**src/design/sst_pkg.sv**
```systemverilog
// sst_pkg: opcodes, status codes and sequencer state type for sorted_set_table
// no dependencies
`timescale 1ns / 1ps
`default_nettype none

package sst_pkg;

	// request opcodes
	localparam logic [1:0] OP_INSERT = 2'd0;
	localparam logic [1:0] OP_REMOVE = 2'd1;
	localparam logic [1:0] OP_SEARCH = 2'd2;

	// result status codes
	localparam logic [1:0] ST_DONE    = 2'd0;
	localparam logic [1:0] ST_DUP     = 2'd1;
	localparam logic [1:0] ST_MISSING = 2'd2;
	localparam logic [1:0] ST_FULL    = 2'd3;

	// sequencer states, one-hot
	typedef enum logic [6:0] {
		S_IDLE     = 7'b0000001,
		S_SCAN_RD  = 7'b0000010,
		S_SCAN_CMP = 7'b0000100,
		S_DECIDE   = 7'b0001000,
		S_MOVE_RD  = 7'b0010000,
		S_MOVE_WR  = 7'b0100000,
		S_FINISH   = 7'b1000000
	} state_t;

endpackage

`default_nettype wire

```
**src/design/sorted_set_table.sv**
```systemverilog
// sorted_set_table: ordered set of distinct signed 32-bit values in a single-port memory
// depends on sst_pkg for opcodes, status codes and the state type
`timescale 1ns / 1ps
`default_nettype none

// Keeps up to CAPACITY distinct signed values in ascending order in one memory with a
// single read/write port and registered read data. A request (insert, remove or search;
// opcode 3 acts as search) walks the entries from the bottom until it reaches the first
// entry not less than the key, reading and then comparing each entry, then an insert or
// remove shifts the entries above that point by one place, reading and then writing each
// entry moved, all through the single memory port. A finished result is held until the
// previous result has left the output register. The request channel is ready only
// between requests; the result sits in an output register, so a new request is taken
// while a result waits. entry_count is the stored count truncated to 5 bits. No clearing
// pass after reset.
module sorted_set_table #(
	parameter int CAPACITY = 16
) (
	input  wire               clk,
	input  wire               arst_n,
	input  wire               in_valid,
	output logic              in_ready,
	input  wire  [1:0]        opcode,
	input  wire signed [31:0] key_value,
	output logic              out_valid,
	input  wire               out_ready,
	output logic [1:0]        status,
	output logic              found,
	output logic [4:0]        entry_count
);

	localparam int AW = (CAPACITY > 1) ? $clog2(CAPACITY) : 1;
	localparam int CW = $clog2(CAPACITY + 1);
	localparam logic [CW-1:0] ONE = CW'(1);
	localparam logic [CW-1:0] CAP = CW'(CAPACITY);

	sst_pkg::state_t state_q;

	logic [CW-1:0]      count_q;
	logic [CW-1:0]      pos_q;
	logic [CW-1:0]      k_q;
	logic [1:0]         op_q;
	logic signed [31:0] key_q;
	logic               present_q;
	logic [1:0]         res_status_q;
	logic signed [31:0] rd_q;

	logic               out_valid_q;
	logic [1:0]         out_status_q;
	logic               out_found_q;
	logic [CW-1:0]      out_count_q;

	logic signed [31:0] mem [CAPACITY];

	logic               rd_en;
	logic [AW-1:0]      rd_addr;
	logic               wr_en;
	logic [AW-1:0]      wr_addr;
	logic signed [31:0] wr_data;

	logic [CW-1:0]      k_dn;
	logic [CW-1:0]      k_up;
	logic [CW+4:0]      count_ext;

	assign k_dn = k_q - ONE;
	assign k_up = k_q + ONE;

	// handshake and result ports
	assign in_ready    = (state_q == sst_pkg::S_IDLE);
	assign out_valid   = out_valid_q;
	assign status      = out_status_q;
	assign found       = out_found_q;
	assign count_ext   = {5'd0, out_count_q};
	assign entry_count = count_ext[4:0];

	// memory port control
	always_comb begin
		rd_en   = 1'b0;
		rd_addr = pos_q[AW-1:0];
		wr_en   = 1'b0;
		wr_addr = k_q[AW-1:0];
		wr_data = rd_q;
		unique case (state_q)
			sst_pkg::S_SCAN_RD: begin
				rd_en   = (pos_q != count_q);
				rd_addr = pos_q[AW-1:0];
			end
			sst_pkg::S_MOVE_RD: begin
				if (op_q == sst_pkg::OP_INSERT) begin
					if (k_q == pos_q) begin
						wr_en   = 1'b1;
						wr_data = key_q;
					end else begin
						rd_en   = 1'b1;
						rd_addr = k_dn[AW-1:0];
					end
				end else if (k_up < count_q) begin
					rd_en   = 1'b1;
					rd_addr = k_up[AW-1:0];
				end
			end
			sst_pkg::S_MOVE_WR: begin
				wr_en = 1'b1;
			end
			default: begin
			end
		endcase
	end

	// entry storage, registered read
	always_ff @(posedge clk) begin
		if (wr_en) begin
			mem[wr_addr] <= wr_data;
		end
		if (rd_en) begin
			rd_q <= mem[rd_addr];
		end
	end

	// request sequencer
	always_ff @(posedge clk or negedge arst_n) begin
		if (!arst_n) begin
			state_q     <= sst_pkg::S_IDLE;
			count_q     <= '0;
			out_valid_q <= 1'b0;
		end else begin
			// result leaves unless a new one is loaded in the same cycle
			if (out_valid_q && out_ready && (state_q != sst_pkg::S_FINISH)) begin
				out_valid_q <= 1'b0;
			end
			unique case (state_q)
				sst_pkg::S_IDLE: begin
					if (in_valid) begin
						op_q    <= opcode;
						key_q   <= key_value;
						pos_q   <= '0;
						state_q <= sst_pkg::S_SCAN_RD;
					end
				end
				sst_pkg::S_SCAN_RD: begin
					if (pos_q == count_q) begin
						present_q <= 1'b0;
						state_q   <= sst_pkg::S_DECIDE;
					end else begin
						state_q <= sst_pkg::S_SCAN_CMP;
					end
				end
				sst_pkg::S_SCAN_CMP: begin
					// shared signed compare of the entry against the key
					if (rd_q < key_q) begin
						pos_q   <= pos_q + ONE;
						state_q <= sst_pkg::S_SCAN_RD;
					end else begin
						present_q <= (rd_q == key_q);
						state_q   <= sst_pkg::S_DECIDE;
					end
				end
				sst_pkg::S_DECIDE: begin
					case (op_q)
						sst_pkg::OP_INSERT: begin
							if (present_q) begin
								res_status_q <= sst_pkg::ST_DUP;
								state_q      <= sst_pkg::S_FINISH;
							end else if (count_q >= CAP) begin
								res_status_q <= sst_pkg::ST_FULL;
								state_q      <= sst_pkg::S_FINISH;
							end else begin
								res_status_q <= sst_pkg::ST_DONE;
								k_q          <= count_q;
								state_q      <= sst_pkg::S_MOVE_RD;
							end
						end
						sst_pkg::OP_REMOVE: begin
							if (present_q) begin
								res_status_q <= sst_pkg::ST_DONE;
								k_q          <= pos_q;
								state_q      <= sst_pkg::S_MOVE_RD;
							end else begin
								res_status_q <= sst_pkg::ST_MISSING;
								state_q      <= sst_pkg::S_FINISH;
							end
						end
						default: begin
							res_status_q <= present_q ? sst_pkg::ST_DONE : sst_pkg::ST_MISSING;
							state_q      <= sst_pkg::S_FINISH;
						end
					endcase
				end
				sst_pkg::S_MOVE_RD: begin
					if (op_q == sst_pkg::OP_INSERT) begin
						// new value lands once the gap reaches its position
						if (k_q == pos_q) begin
							count_q <= count_q + ONE;
							state_q <= sst_pkg::S_FINISH;
						end else begin
							state_q <= sst_pkg::S_MOVE_WR;
						end
					end else if (k_up < count_q) begin
						state_q <= sst_pkg::S_MOVE_WR;
					end else begin
						count_q <= count_q - ONE;
						state_q <= sst_pkg::S_FINISH;
					end
				end
				sst_pkg::S_MOVE_WR: begin
					k_q     <= (op_q == sst_pkg::OP_INSERT) ? k_dn : k_up;
					state_q <= sst_pkg::S_MOVE_RD;
				end
				sst_pkg::S_FINISH: begin
					// load the output register once the previous result has left
					if (!out_valid_q || out_ready) begin
						out_valid_q  <= 1'b1;
						out_status_q <= res_status_q;
						out_found_q  <= present_q;
						out_count_q  <= count_q;
						state_q      <= sst_pkg::S_IDLE;
					end
				end
				default: begin
					state_q <= sst_pkg::S_IDLE;
				end
			endcase
		end
	end

endmodule

`default_nettype wire
```
**config.mk**
```make
export PLATFORM = sky130hd
export DESIGN_NAME = sorted_set_table
export DESIGN_NICKNAME = d
export VERILOG_FILES = /design/src/design/sst_pkg.sv /design/src/design/sorted_set_table.sv
export SDC_FILE = /design/constraint.sdc
export NUM_CORES = 1
export LEC_CHECK = 0
export BUFFER_PORTS_ARGS = -buffer_cell sky130_fd_sc_hd__clkbuf_2
export CAP_MARGIN = 20
export CORE_UTILIZATION = 56
export CTS_CLUSTER_DIAMETER = 200
export DETAILED_ROUTE_END_ITERATION = 12
export PLACE_DENSITY_LB_ADDON = 0.1
export SYNTH_ARGS = -nofsm -noshare
export SYNTH_HDL_FRONTEND = slang
export SYNTH_SLANG_ARGS = --single-unit
```
**constraint.sdc**
```tcl
create_clock -name clk -period 4.3 [get_ports clk]
set_clock_uncertainty 0.15 [all_clocks]
set_input_delay 0.215 -clock clk [delete_from_list [all_inputs] [get_ports clk]]
set_output_delay 0.215 -clock clk [all_outputs]
set_load 0.02 [all_outputs]
```
* After elaboration in Yosys (flattened, before gate mapping) *
Memories as Yosys holds them, arrays and structs flattened. A register that Yosys moved wholly into a read port is not among the register bits.
Cells that the tools add are included.

operators by class
  $add $sub $neg = 5
  order comparisons = 3
  eq/ne operators = 24
  multiplexer cells = 50
  reductions and logical operators = 16

operator list
  operator                                          count
  two-way mux 32 bit                                3
  two-way mux 7 bit                                 8
  one-hot mux 7 bit (7 select lines)                1
  two-way mux 5 bit                                 9
  == test 32 bit                                    1
  less-than comparator 32 bit                       1
  one-hot mux 5 bit (2 select lines)                3
  two-way mux 4 bit                                 6
  adder 5 x 1 -> 5 bit, second input constant       3
  one-hot mux 7 bit (2 select lines)                1
  two-way mux 1 bit                                 12
  inequality test 2 bit, second input constant      6
  inequality test 3 bit, second input constant      4
  == test 5 bit                                     2
  subtractor 5 x 1 -> 5 bit, second input constant  2
  AND reduction 3 bit                               3
  two-way mux 2 bit                                 4
  AND reduction 4 bit                               2
  == test 7 x 1 -> 1 bit, second input constant     1
  == test 7 x 2 -> 1 bit, second input constant     1
  == test 7 x 3 -> 1 bit, second input constant     1
  == test 7 x 4 -> 1 bit, second input constant     1
  == test 7 x 5 -> 1 bit, second input constant     1
  == test 7 x 6 -> 1 bit, second input constant     1
  15 further kinds                                  21

word-level totals
  bits in registers = 68
  bits in writable memories = 512
  input port bits = 38
  output and inout bits = 10
  word-level logic and storage cells = 111
  memories kept = 1

memories
  memory  words  bits a word  rd ports  clocked after memory_dff  write ports  line                    RTL
  mem     16     32           1         1                         1            sorted_set_table.sv:53  logic signed [31:0] mem [CAPACITY];

* Depth between registers and ports, before layout *
  depth after elaboration = 6
  mapped depth = 16
  gate-level depth less buffers = 12

* Worst setup path before layout *
OpenSTA, ideal clock, no wires.

  kind = register to register
  start = register state_q[1]
  end = memory mem[2][0], enable pin
  setup time = 461 ps
  arrival time = 3735 ps
  required time = 3689 ps
  path slack = -47 ps
  stages on the path, launching flop included = 8
  path buffers = 1
  period minus slack after synthesis = 4347 ps
  cell sequence = dfrtp_1 nor3_2 and4b_1 clkbuf_1 nand3_1 nand2_1 nand2_1 nor3_1

on the way
  cells in the longest elaborated chain, start to end = 4
  elaborated cells on any way between the ends = 5
  those cells by class = eq/ne: 2; mux: 3

ends and longest elaborated chain
  element                                                           line                     RTL
  start, declared                                                   sorted_set_table.sv:37   sst_pkg::state_t state_q;
  start signal, assigned                                            sorted_set_table.sv:123  state_q <= sst_pkg::S_IDLE;
  start signal, assigned                                            sorted_set_table.sv:137  state_q <= sst_pkg::S_SCAN_RD;
  start signal, assigned                                            sorted_set_table.sv:143  state_q <= sst_pkg::S_DECIDE;
  == test 7 x 6 -> 1 bit or == test 7 x 5 -> 1 bit (tied branches)  sorted_set_table.sv:83   unique case (state_q)
  one-hot mux 1 bit (2 select lines) (*)                            sorted_set_table.sv:83
  two-way mux 1 bit (*)                                             sorted_set_table.sv:112  if (wr_en) begin
  two-way mux 1 bit (not written as such) (*)                       sorted_set_table.sv:113  mem[wr_addr] <= wr_data;
  end, declared                                                     sorted_set_table.sv:53

Mark *: on every way between the ends. The rest lies on a longest branch, timed or not.

* Worst setup path after layout *
  start = register k_q[1]
  end = register rd_q[17], read port of mem (data pin)

on the way
  cells in the longest elaborated chain, start to end = 5
  elaborated cells on any way between the ends = 12
  those cells by class = add/sub: 2; order compare: 1; eq/ne: 1; mux: 8

ends and longest elaborated chain
  element                                                                  line                     RTL
  start, declared                                                          sorted_set_table.sv:41   logic [CW-1:0] k_q;
  start signal, assigned                                                   sorted_set_table.sv:169  k_q <= count_q;
  start signal, assigned                                                   sorted_set_table.sv:176  k_q <= pos_q;
  start signal, assigned                                                   sorted_set_table.sv:206  k_q <= (op_q == sst_pkg::OP_INSERT) ? k_dn : k_up;
  adder 5 x 1 -> 5 bit                                                     sorted_set_table.sv:66   assign k_up = k_q + ONE;
  less-than comparator 5 bit                                               sorted_set_table.sv:97   end else if (k_up < count_q) begin
  two-way mux 1 bit or two-way mux 4 bit (tied branches)                   sorted_set_table.sv:97
  two-way mux 1 bit or two-way mux 4 bit (tied branches)                   sorted_set_table.sv:89   if (op_q == sst_pkg::OP_INSERT) begin
  one-hot mux 1 bit (2 select lines) or two-way mux 4 bit (tied branches)  sorted_set_table.sv:83
  end, declared                                                            sorted_set_table.sv:46   logic signed [31:0] rd_q;

Several ways; a longest one is shown, not always the timed one.
A chain may end at the register's enable or synchronous reset.

==> flow_metrics.env <==
export IMPL_status="complete, no violations"
export IMPL_slowest_stage="edfxtp_1"
export IMPL_initial_core_util_pct=57.3
export IMPL_grt_pass1_wl_um=86900
export IMPL_r2r_slack_ps=200
export IMPL_rsz0062_at_grt="false"
export IMPL_setup_violations=0
export IMPL_final_layout_size_suffix_gt1_share_pct=18.5
export IMPL_endpoint_kind="flip-flop"
export IMPL_cts_tree="built"
export IMPL_drt_iter0_drc=1161
export IMPL_fin_hold_ws_ps=138
export IMPL_crit_arrival_ps=4320
export IMPL_hold_path_end="key_q[28]"
export IMPL_cpPeakStageDelay_ps=510
export IMPL_synth_ff_type="edfxtp_1"
export IMPL_area_growth_pct=15.8
export IMPL_rr_startpoint="k_q[1]"
export IMPL_clock_sinks=612
export IMPL_cts_buffers=61
export IMPL_r2r_end="rd_q[17]"
export IMPL_synth_edf_count=599
export IMPL_min_period_ps=4100
export IMPL_vdd_drop_max_v=0.000355
export IMPL_hold_class="in -> reg"
export IMPL_routed_wl_um=57800
export IMPL_core_um2=44600
export IMPL_io_pins=48
export IMPL_wl_per_cell_um=24.1
export IMPL_cp_required_ps=4530
export IMPL_worstHoldStart="key_value[28]"
export IMPL_synthArstFlopShare_pct=2.12
export IMPL_yosysWarnings=0
export IMPL_layout_cells_most_common_list="edfxtp_1, mux2i_1, a21oi_1, buf_4"
export IMPL_maxCapViolations=0
export IMPL_synth_top_area_share_pct=70.3
export IMPL_crit_path_start="k_q[1]"
export IMPL_crit_family="compound AO/OA/AOI/OAI gates"
export IMPL_port_buffers=47
export IMPL_hold_depth=2
export IMPL_syn_nets=1679
export IMPL_ys_seq_area_share_pct=71.6
export IMPL_first_global_vias=14308
export IMPL_startpoint_type="flip-flop"
export IMPL_clock_path_buffers=3
export IMPL_drtPass1Iterations=5
export IMPL_cts_root_buf="clkbuf_16"
export IMPL_synth_top_area_cell="edfxtp_1"
export IMPL_fin_util_pct=66.4
export IMPL_drtAntennaViolNets=0
export IMPL_die_w_um=216
export IMPL_grt_usage_pct=25.3
export IMPL_final_common_cell="edfxtp_1"
export IMPL_timing_final_crit_share_pct=95.3
export IMPL_dp_hpwl_um=31600
export IMPL_tns_ps=0
export IMPL_slew_headroom_pct=39.0
export IMPL_ys_ff_latch=612
export IMPL_path_class="reg -> reg"
export IMPL_syn_instance_count=1593
export IMPL_leakage_nw=10.6
export IMPL_drc=0
export IMPL_synthDistinctLibCells=54
export IMPL_r2r_cells=14
export IMPL_clkTransAtPathRegs_ps=60
export IMPL_tightestPinTransition_ps=906
export IMPL_gp_congestion=0.805
export IMPL_fillers=3053
export IMPL_grt_max_degree=85
export IMPL_max_freq_ghz=0.244
export IMPL_timing_hold_violations_final=0
export IMPL_viasPerCell=5.94
export IMPL_h_tree_depth=2
export IMPL_path_cells="ha_1 > xor2_1 > ha_1 > a21o_1 > a31oi_1 > o21ai_2 > a21oi_4 > mux2i_4 > buf_12 > buf_12 > mux2i_1 > mux2_2 > o22ai_1 > a221o_1"
export IMPL_antenna_found_initial=1
export IMPL_die_h_um=216
export IMPL_syn_avg_cell_area_um2=16.1
export IMPL_cts_resized=0
export IMPL_power_density_nw_per_um2=470
export IMPL_num_nets_final=1832
export IMPL_report_final_slew_viol_count=0
export IMPL_die_area_um2=46500
export IMPL_syn_area_um2=25600
export IMPL_synth_area_leaders="edfxtp_1, mux2i_1, mux2_2"
export IMPL_worstPathMaxFanout=35
export IMPL_rows=77
export IMPL_gr_total_overflow=0
export IMPL_dr_total_vias=14203
export IMPL_worst_skew_pair_late_latency_ps=640
export IMPL_crit_buf_inv=2
## metal layers
| layer | vias up | wire [µm] | share of wire (%) | global-route usage (%) |
|---|---|---|---|---|
| li1 | 6519 | - | - | - |
| met1 | 7114 | 24600 | 43 | 35.1 |
| met2 | 448 | 27600 | 48 | 41.1 |
| met3 | 122 | 3760 | 6.5 | 3.71 |
| met4 | 0 | 1790 | 3.1 | 9.08 |
| met5 | - | 0 | 0 | 0 |
## cell families (layout without fill, tap and decap cells)
logic type / count (synthesis) / in the layout / share of synthesized area, %
AND/OR/NAND/NOR: 217 / 217 / 4.35
buffers and inverters: 131 / 337 / 2.45
adder cells (fa/ha/maj): 48 / 48 / 2.38
other: 0 / 1 / 0
multiplexers: 261 / 261 / 10.6
flip-flops: 612 / 612 / 71.6
XOR/XNOR: 27 / 27 / 0.925
AO/OA/AOI/OAI: 297 / 297 / 7.72
## where the power goes
part	total, mW	switching [mW]	internal, mW
combinational	1.66	0.993	0.664
sequential	6.91	0.0747	6.83
clock	5.35	2.26	3.09
total	13.9	3.33	10.6
## area by class of cell
class / instances / area (µm²) / share of cell area [%]
clock buffers: 68 / 1550 / 5.24
multi-input cells: 850 / 6810 / 23.0
repair buffers: 176 / 1560 / 5.27
clock inverters: 48 / 467 / 1.58
well taps: 592 / 741 / 2.50
inverters: 45 / 169 / 0.570
diodes: 1 / 2.50 / 0.00845
flip-flops and latches: 612 / 18300 / 61.8
## cell usage after synthesis, types with 16 or more instances
library cell,number
buf_4,16
a21oi_1,91
clkbuf_1,44
xnor2_1,16
inv_1,44
a21o_1,16
mux2i_1,194
nand2_1,51
o22ai_1,35
edfxtp_1,599
o21ai_0,44
a211oi_1,59
buf_2,17
nor2_1,48
ha_1,47
a221o_1,32
nor2b_1,66
mux2_2,66
## worst max path at each step
stage                to  slack, ps  depth (start not counted)
6_report       rd_q[17]        200                         14
3_5_place_dp   rd_q[17]        130                         14
3_3_place_gp    rd_q[4]        260                         14
4_1_cts        rd_q[17]        110                         14
5_1_grt        rd_q[16]         20                         14
2_1_floorplan  rd_q[17]        380                         14
## repair_timing
| item | 4_1_cts | 5_1_grt |
|---|---|---|
| setup buffers | 0 | 2 |
| endpoints found under the setup margin | 0 | 14 |
| endpoints found under the hold margin | 51 | 0 |
| hold buffers | 39 | 0 |
## sequential cells by signal, indices dropped and copies added, names as in the netlist, 2 cells and up
register	flops
state_q	7
count_q	5
pos_q	5
rd_q	32
op_q	2
mem	512
entry_count	5
res_status_q	2
status	2
key_q	32
k_q	5
## per-stage QoR
stage	cells	worst slack, ps	power [mW]	cell area (µm²)
final	2392	204	13.9	29600
after global routing	2391	21.2	14.4	29600
after CTS	2389	114	14.0	29600
after detailed placement	2234	131	8.65	27200
after global placement	2232	255	8.60	27200
after floorplan	1593	378	8.11	25600
No activity file was read; power rests on OpenSTA's default activity.
